`src/sv/dlr_pkg.sv`:
```
// shared types and constants of the dda line rasterizer
// payload structs, register indexes and sequencer states; no dependencies
`default_nettype none

package dlr_pkg;

   // fixed field widths
   localparam int unsigned COORD_W = 6;
   localparam int unsigned COLOR_W = 8;
   localparam int unsigned ADDR_W  = 12;
   localparam int unsigned DIM_W   = 7;
   localparam int unsigned CSR_IDX_W = 2;
   // width*height and y*width+x never exceed 127*127
   localparam int unsigned LIMIT_W = 14;

   // fixed point: 16 fraction bits, quotient holds up to 1.0
   localparam int unsigned FRAC_W = 16;
   localparam int unsigned QUO_W  = FRAC_W + 1;
   localparam int unsigned INC_W  = FRAC_W + 2;

   // register indexes
   localparam logic [CSR_IDX_W-1:0] CSR_ROW_PIXELS = 2'd0;
   localparam logic [CSR_IDX_W-1:0] CSR_ROW_COUNT  = 2'd1;

   localparam logic [DIM_W-1:0] ROW_PIXELS_RESET = 7'd64;
   localparam logic [DIM_W-1:0] ROW_COUNT_RESET  = 7'd64;

   typedef struct packed {
      logic [COORD_W-1:0] start_x;
      logic [COORD_W-1:0] start_y;
      logic [COORD_W-1:0] end_x;
      logic [COORD_W-1:0] end_y;
      logic [COLOR_W-1:0] red;
      logic [COLOR_W-1:0] green;
      logic [COLOR_W-1:0] blue;
   } req_type;

   typedef struct packed {
      logic [COORD_W-1:0] pixel_x;
      logic [COORD_W-1:0] pixel_y;
      logic [ADDR_W-1:0]  pixel_address;
      logic               in_image;
      logic [COLOR_W-1:0] out_red;
      logic [COLOR_W-1:0] out_green;
      logic [COLOR_W-1:0] out_blue;
      logic               last_pixel;
   } rsp_type;

   typedef enum logic [1:0] {
      ST_IDLE,
      ST_DIV,
      ST_DRAW
   } state_type;

endpackage

`default_nettype wire

```
`src/sv/dda_line_rasterizer.sv`:
```
// dda line rasterizer top level: setup, serial divider and pixel stepper
// depends on dlr_pkg for payload structs, register indexes and states
// a line command is taken in the idle state, the serial divider then works through
//   every quotient bit, and the first pixel enters the output register once it is free
// throughput: one pixel per cycle while the output is taken, steps+1 pixels per
//   line, and no new line is taken until the last pixel of a line is registered
// equal endpoints give no pixel and leave the block ready at once
// reset (synchronous, active high) clears the sequencer and output valid and
//   sets the row length and the row count to 64
`default_nettype none

module dda_line_rasterizer #(
   parameter int unsigned COORD_BITS = 6
) (
   input  wire                               clock,
   input  wire                               reset,
   input  wire                               req_valid,
   output logic                              req_ready,
   input  wire  dlr_pkg::req_type            req_data,
   output logic                              rsp_valid,
   input  wire                               rsp_ready,
   output dlr_pkg::rsp_type                  rsp_data,
   input  wire                               csr_write_enable,
   input  wire  [dlr_pkg::CSR_IDX_W-1:0]     csr_index,
   input  wire  [dlr_pkg::DIM_W-1:0]         csr_wdata
);

   localparam int unsigned POS_W = COORD_BITS + dlr_pkg::FRAC_W + 2;
   localparam int unsigned REM_W = COORD_BITS + 1;
   localparam int unsigned DCNT_W = $clog2(dlr_pkg::QUO_W);
   localparam logic [DCNT_W-1:0] DIV_LAST = DCNT_W'(dlr_pkg::QUO_W - 1);
   localparam logic signed [dlr_pkg::INC_W-1:0] INC_ONE =
      dlr_pkg::INC_W'(1 << dlr_pkg::FRAC_W);
   localparam logic signed [POS_W-1:0] HALF =
      POS_W'(1 << (dlr_pkg::FRAC_W - 1));

   // registers
   dlr_pkg::state_type state_ff, state_in;
   logic [dlr_pkg::DIM_W-1:0]      width_ff, width_in;
   logic [dlr_pkg::DIM_W-1:0]      height_ff, height_in;
   logic                           rsp_valid_ff, rsp_valid_in;
   dlr_pkg::rsp_type               rsp_data_ff, rsp_data_in;
   logic [COORD_BITS-1:0]          steps_ff, steps_in;
   logic [COORD_BITS-1:0]          pix_cnt_ff, pix_cnt_in;
   logic [DCNT_W-1:0]              div_cnt_ff, div_cnt_in;
   logic [REM_W-1:0]               rem_ff, rem_in;
   logic [dlr_pkg::QUO_W-1:0]      quo_ff, quo_in;
   logic                           x_major_ff, x_major_in;
   logic                           y_neg_ff, y_neg_in;
   logic signed [dlr_pkg::INC_W-1:0] xinc_ff, xinc_in;
   logic signed [dlr_pkg::INC_W-1:0] yinc_ff, yinc_in;
   logic signed [POS_W-1:0]        xpos_ff, xpos_in;
   logic signed [POS_W-1:0]        ypos_ff, ypos_in;
   logic [dlr_pkg::LIMIT_W-1:0]    limit_ff, limit_in;
   logic [dlr_pkg::COLOR_W-1:0]    red_ff, red_in;
   logic [dlr_pkg::COLOR_W-1:0]    green_ff, green_in;
   logic [dlr_pkg::COLOR_W-1:0]    blue_ff, blue_in;

   // setup terms of the incoming command
   logic [COORD_BITS-1:0] in_sx, in_sy, in_ex, in_ey;
   logic [COORD_BITS-1:0] p_sx, p_sy, p_ex, p_ey;
   logic                  swap, same_point;
   logic [COORD_BITS-1:0] adx, ady;
   logic signed [COORD_BITS:0] dy;

   // divider step
   logic                  quo_bit;
   logic [REM_W-1:0]      rem_sub;
   logic signed [dlr_pkg::INC_W-1:0] minor_inc;

   // pixel terms
   logic signed [POS_W-1:0] xr, yr;
   logic [COORD_BITS-1:0]   px, py;
   logic [dlr_pkg::LIMIT_W-1:0] addr_full;
   logic                    out_free;

   // endpoint order and deltas
   always_comb begin
      in_sx = req_data.start_x[COORD_BITS-1:0];
      in_sy = req_data.start_y[COORD_BITS-1:0];
      in_ex = req_data.end_x[COORD_BITS-1:0];
      in_ey = req_data.end_y[COORD_BITS-1:0];
      same_point = (in_sx == in_ex) && (in_sy == in_ey);
      swap = (in_sx > in_ex) || ((in_sx == in_ex) && (in_sy > in_ey));
      p_sx = swap ? in_ex : in_sx;
      p_sy = swap ? in_ey : in_sy;
      p_ex = swap ? in_sx : in_ex;
      p_ey = swap ? in_sy : in_ey;
      adx = p_ex - p_sx;
      dy = $signed({1'b0, p_ey}) - $signed({1'b0, p_sy});
      ady = dy[COORD_BITS] ? COORD_BITS'(-dy) : COORD_BITS'(dy);
   end

   // one restoring division step: minor delta * 2^16 / steps
   always_comb begin
      quo_bit = rem_ff >= REM_W'(steps_ff);
      rem_sub = quo_bit ? (rem_ff - REM_W'(steps_ff)) : rem_ff;
   end

   // rounded pixel and its linear address
   always_comb begin
      xr = xpos_ff + HALF;
      yr = ypos_ff + HALF;
      px = xr[POS_W-1] ? '0 : xr[dlr_pkg::FRAC_W +: COORD_BITS];
      py = yr[POS_W-1] ? '0 : yr[dlr_pkg::FRAC_W +: COORD_BITS];
      addr_full = dlr_pkg::LIMIT_W'(py) * dlr_pkg::LIMIT_W'(width_ff)
                + dlr_pkg::LIMIT_W'(px);
   end

   assign out_free = !rsp_valid_ff || rsp_ready;

   // sequencer, configuration and datapath next values
   always_comb begin
      state_in     = state_ff;
      width_in     = width_ff;
      height_in    = height_ff;
      rsp_valid_in = rsp_valid_ff;
      rsp_data_in  = rsp_data_ff;
      steps_in     = steps_ff;
      pix_cnt_in   = pix_cnt_ff;
      div_cnt_in   = div_cnt_ff;
      rem_in       = rem_ff;
      quo_in       = quo_ff;
      x_major_in   = x_major_ff;
      y_neg_in     = y_neg_ff;
      xinc_in      = xinc_ff;
      yinc_in      = yinc_ff;
      xpos_in      = xpos_ff;
      ypos_in      = ypos_ff;
      limit_in     = limit_ff;
      red_in       = red_ff;
      green_in     = green_ff;
      blue_in      = blue_ff;
      minor_inc    = '0;
      req_ready    = 1'b0;

      if (csr_write_enable) begin
         case (csr_index)
            dlr_pkg::CSR_ROW_PIXELS: width_in = csr_wdata;
            dlr_pkg::CSR_ROW_COUNT:  height_in = csr_wdata;
            default: ;
         endcase
      end

      // output register drains independently of the sequencer
      if (rsp_valid_ff && rsp_ready) begin
         rsp_valid_in = 1'b0;
      end

      case (state_ff)
         dlr_pkg::ST_IDLE: begin
            req_ready = 1'b1;
            if (req_valid) begin
               x_major_in = adx >= ady;
               y_neg_in   = dy[COORD_BITS];
               steps_in   = (adx >= ady) ? adx : ady;
               rem_in     = REM_W'((adx >= ady) ? ady : adx);
               quo_in     = '0;
               div_cnt_in = '0;
               pix_cnt_in = '0;
               xpos_in    = POS_W'({p_sx, {dlr_pkg::FRAC_W{1'b0}}});
               ypos_in    = POS_W'({p_sy, {dlr_pkg::FRAC_W{1'b0}}});
               limit_in   = dlr_pkg::LIMIT_W'(width_ff) * dlr_pkg::LIMIT_W'(height_ff);
               red_in     = req_data.red;
               green_in   = req_data.green;
               blue_in    = req_data.blue;
               if (!same_point) begin
                  state_in = dlr_pkg::ST_DIV;
               end
            end
         end
         dlr_pkg::ST_DIV: begin
            rem_in     = {rem_sub[REM_W-2:0], 1'b0};
            quo_in     = {quo_ff[dlr_pkg::QUO_W-2:0], quo_bit};
            div_cnt_in = div_cnt_ff + 1'b1;
            if (div_cnt_ff == DIV_LAST) begin
               minor_inc = dlr_pkg::INC_W'(quo_in);
               if (x_major_ff) begin
                  xinc_in = INC_ONE;
                  yinc_in = y_neg_ff ? -minor_inc : minor_inc;
               end else begin
                  xinc_in = minor_inc;
                  yinc_in = y_neg_ff ? -INC_ONE : INC_ONE;
               end
               state_in = dlr_pkg::ST_DRAW;
            end
         end
         dlr_pkg::ST_DRAW: begin
            if (out_free) begin
               rsp_valid_in              = 1'b1;
               rsp_data_in.pixel_x       = dlr_pkg::COORD_W'(px);
               rsp_data_in.pixel_y       = dlr_pkg::COORD_W'(py);
               rsp_data_in.pixel_address = addr_full[dlr_pkg::ADDR_W-1:0];
               rsp_data_in.in_image      = addr_full < limit_ff;
               rsp_data_in.out_red       = red_ff;
               rsp_data_in.out_green     = green_ff;
               rsp_data_in.out_blue      = blue_ff;
               rsp_data_in.last_pixel    = pix_cnt_ff == steps_ff;
               xpos_in    = xpos_ff + POS_W'(xinc_ff);
               ypos_in    = ypos_ff + POS_W'(yinc_ff);
               pix_cnt_in = pix_cnt_ff + 1'b1;
               if (pix_cnt_ff == steps_ff) begin
                  state_in = dlr_pkg::ST_IDLE;
               end
            end
         end
         default: begin
            state_in = dlr_pkg::ST_IDLE;
         end
      endcase
   end

   // control state
   always_ff @(posedge clock) begin
      if (reset) begin
         state_ff     <= dlr_pkg::ST_IDLE;
         width_ff     <= dlr_pkg::ROW_PIXELS_RESET;
         height_ff    <= dlr_pkg::ROW_COUNT_RESET;
         rsp_valid_ff <= 1'b0;
      end else begin
         state_ff     <= state_in;
         width_ff     <= width_in;
         height_ff    <= height_in;
         rsp_valid_ff <= rsp_valid_in;
      end
   end

   // datapath, no reset needed
   always_ff @(posedge clock) begin
      rsp_data_ff <= rsp_data_in;
      steps_ff    <= steps_in;
      pix_cnt_ff  <= pix_cnt_in;
      div_cnt_ff  <= div_cnt_in;
      rem_ff      <= rem_in;
      quo_ff      <= quo_in;
      x_major_ff  <= x_major_in;
      y_neg_ff    <= y_neg_in;
      xinc_ff     <= xinc_in;
      yinc_ff     <= yinc_in;
      xpos_ff     <= xpos_in;
      ypos_ff     <= ypos_in;
      limit_ff    <= limit_in;
      red_ff      <= red_in;
      green_ff    <= green_in;
      blue_ff     <= blue_in;
   end

   assign rsp_valid = rsp_valid_ff;
   assign rsp_data  = rsp_data_ff;

endmodule

`default_nettype wire

```
`config.mk`:
```
export PLATFORM = sky130hd
export DESIGN_NAME = dda_line_rasterizer
export DESIGN_NICKNAME = d
export VERILOG_FILES = /design/src/sv/dlr_pkg.sv /design/src/sv/dda_line_rasterizer.sv
export SDC_FILE = /design/constraint.sdc
export NUM_CORES = 1
export LEC_CHECK = 0
export CORE_MARGIN = 2
export CORE_UTILIZATION = 55
export DETAILED_ROUTE_END_ITERATION = 7
export DONT_BUFFER_PORTS = 1
export HOLD_SLACK_MARGIN = 0.15
export PLACE_DENSITY = 0.7
export SLEW_MARGIN = 20
export SYNTH_ARGS = -nofsm -noshare
export SYNTH_HDL_FRONTEND = slang
export SYNTH_SLANG_ARGS = --single-unit
```
`constraint.sdc`:
```
create_clock -name clock -period 10.8 [get_ports clock]
set_input_delay 1.62 -clock clock [delete_from_list [all_inputs] [get_ports clock]]
set_output_delay 1.62 -clock clock [all_outputs]
set_load 0.05 [all_outputs]
```
==> results.md <==
* Placed inst area at 16000 um2
* LEAKAGE at 7.12 nW
* Global route overflow at 0
* Via count at 10.6k
* Clock Skews at 0.0108 ns
* Post_cts resized at 0
* Area delta synth->final at 8.05%
* Final nets at 1750
* Post-route setup TNS at 0 ns
* CTS tree: done
* Vias in the first global route at 10.4k
* Worst reg-to-reg path cell count at 28
* Crit path DAT at 7.47 ns
* Hold_ws at 0.416 ns
* Synth Warn # at 0
* Post-Syn Area at 15600 um2
* Final ANT Viol Nets at 0
* Vias per cell at around 5.6
* Critical path's slowest cell: fa_1
* Layout cell share with drive strength beyond 1 at 4.52%
* RSZ-0062 raised after global routing: no
* Number of flops mapped to enable cells by yosys at 213
* Largest net degree at the start of global routing at 55
* Root Driver: clkbuf_16
* Worst-path clk slew at 0.06 ns
* Post-synthesis cell type count at 71
* Die ar. at 29700 um2
* Most used cell, CP: fa_1
* Overall Power at about 2.7 mW
* Final Wtd Congestion at between 0.9 and 1
* Final WL at 31.6 mm
* Initial Util at 56.0%
* Commonest non-fill, non-tap cell in the layout: edfxtp_1
* Worst setup EP type: flip-flop
* Most used cells in the layout excluding fill and tap cells: edfxtp_1, ha_1, inv_1, nand2_1, nor2_1
* Initial antenna violation count at 1
* Hold Crit Class: flip-flop to flip-flop
* Wirelength per Cell at between 15 and 20 um
* DIE HEIGHT at 172 um
* Min cycle time layout at between 7 and 8 ns
* Antenna Cells at 0
* Synth Net Count at 1751
* IO buf count at 0
* Clock tree buffer depth at 3
* Critical path class: flip-flop to flip-flop
* Slew Viols, Final at 0
* Worst rel slew slack at 35.3%
* Power density over cell area at 161 nW/um2
* Die width at 172 um
* Ys async rst share at 0%
* Row Count at 61
* Sequential cell area fraction in the yosys report at 43.2%
* GRT Total Usage at 22.1%
* Core ar. at 27900 um2
* DR iter-0 viols at 671
* Synth Area per Inst at 10.5 um2
* Critical path required time at 11.14 ns
* TritonRoute pass-1 iters at 5
* Maximum VDD drop at approximately 130 uV
* Slowest stage delay, CP at between 0.5 and 0.6 ns
* Largest area contributor in the netlist: edfxtp_1
* Finished Cell Area at 16800 um2
* Achievable Freq at 0.140 GHz
* Sink Count at 230
* Worst hold stages at 0
* First-pass GRT wire length at roughly 52 mm
* Final Hold Fails at 0
* Post-synth top flop: edfxtp_1
* Outcome: finished clean
* CTS Buf Count at 27
* Startpoint types: flip-flop
* Worst Max-Slew Pin Slew at 0.967 ns
* I/O pins at approximately 110
* Final period util at around two thirds
* Post-DP HPWL at ~23 mm
* H-tree depth at 1
* Maxcap violations at 0
* CTS Hold Bufs at 0
* Synth Register Bits at 230
* Worst skew pair latency at 0.55 ns
* Crit-path max FO at 8
* Post-CTS setup buffer count at 0
* Top cell type's share of synthesized area at about two fifths
* Final setup viols at 0
* # DRC at 0
* Synth top area cells: edfxtp_1, ha_1, fa_1
* Synth Instances at roughly 1.5k
[where the power goes]
group	switching [mW]	total (mW)	leakage, nW	internal (mW)
registers	0.0779	1.16	2.18	1.09
clock network	0.360	0.869	0.408	0.509
logic	0.394	0.676	4.54	0.281
total	0.832	2.71	7.12	1.88
[cell usage after synthesis (3+ instances only)]
| cell type | instances |
|---|---|
| xor2_1 | 24 |
| a211oi_1 | 10 |
| or2_2 | 6 |
| a21boi_0 | 11 |
| xnor2_1 | 65 |
| nand3_1 | 30 |
| nor3b_1 | 8 |
| fa_1 | 51 |
| dfxtp_1 | 17 |
| a311oi_1 | 3 |
| mux2i_1 | 22 |
| nor4_1 | 10 |
| a21oi_1 | 59 |
| nand2b_1 | 17 |
| nor2_1 | 116 |
| and2_1 | 80 |
| or3_1 | 12 |
| o21bai_1 | 8 |
| buf_1 | 3 |
| o21ai_0 | 63 |
| or4_1 | 3 |
| a211o_1 | 3 |
| o31ai_1 | 7 |
| clkbuf_1 | 33 |
| nor2b_1 | 40 |
| a221oi_1 | 3 |
| o41ai_1 | 6 |
| ha_1 | 154 |
| a31oi_1 | 3 |
| edfxtp_1 | 213 |
| a21o_1 | 26 |
| o311ai_1 | 3 |
| nand4_1 | 10 |
| and3_1 | 11 |
| o21ai_1 | 3 |
| o2111ai_1 | 3 |
| nor3_1 | 27 |
| inv_1 | 140 |
| o21a_1 | 10 |
| o211ai_1 | 6 |
| nand2_1 | 123 |
| o311a_1 | 6 |
[worst max-delay path, delay by kind of cell (launching register included)]
kind / cells / cell delay (ns)
fa+ha+maj: 7 / 2.90
compound gates: 8 / 1.71
simple gates: 8 / 1.37
flops: 1 / 0.41
xor+xnor: 2 / 0.39
buf+inv: 3 / 0.14
[through the flow]
step,util (%),setup slack (ns),std cells
4_1_cts,60.5,3.73,1881
3_3_place_gp,57.4,3.68,1832
6_report,60.5,3.67,1881
5_1_grt,60.5,3.26,1881
2_1_floorplan,-,4.28,1484
3_5_place_dp,57.4,3.57,1832
[state kept, by name (all words and copies together), names as in the netlist]
signal and cells:
blue_ff 8, div_cnt_ff 5, green_ff 8, height_ff 7
limit_ff 14, pix_cnt_ff 6, quo_ff 16, red_ff 8
rem_ff 7, rsp_data 50, rsp_valid 1, state_ff 2
steps_ff 6, width_ff 7, x_major_ff 1, xinc_ff 17
xpos_ff 24, y_neg_ff 1, yinc_ff 18, ypos_ff 24
[routing by layer]
layer	vias up	wire length (um)	track usage, %
li1	5227	-	-
met1	5088	15000	31.7
met2	262	13800	34.3
met3	46	2190	4.51
met4	0	670	5.48
met5	-	0	0
[final cells by class]
type	instances	area (um2)
Clock buffer	33	698
Sequential cell	230	6740
Timing Repair Buffer	10	75.1
Inverter	140	527
Tap cell	378	473
Multi-Input combinational cell	1074	8190
Fill cell	2313	11000
Clock inverter	16	151
[cells by family after synthesis]
| kind of cell | Yosys count | synth area share [%] |
|---|---|---|
| simple gates | 505 | 16.2 |
| compound gates | 251 | 10.6 |
| flops | 230 | 43.2 |
| fa+ha+maj | 205 | 18.9 |
| buf+inv | 180 | 4.44 |
| xor+xnor | 90 | 5.10 |
| mux | 23 | 1.48 |
[path summary, 6_finish.rpt]
path	from	end	slack [ns]
setup / recovery	ypos_ff[16]$_DFFE_PP_	rsp_data[25]$_DFFE_PP_	3.67
hold / removal	blue_ff[3]$_DFFE_PP_	rsp_data[4]$_DFFE_PP_	0.42
setup reg to reg	ypos_ff[16]$_DFFE_PP_	rsp_data[25]$_DFFE_PP_	3.67
hold reg to reg	blue_ff[3]$_DFFE_PP_	rsp_data[4]$_DFFE_PP_	0.42
Note: power is estimated with default switching activity, not from simulation.
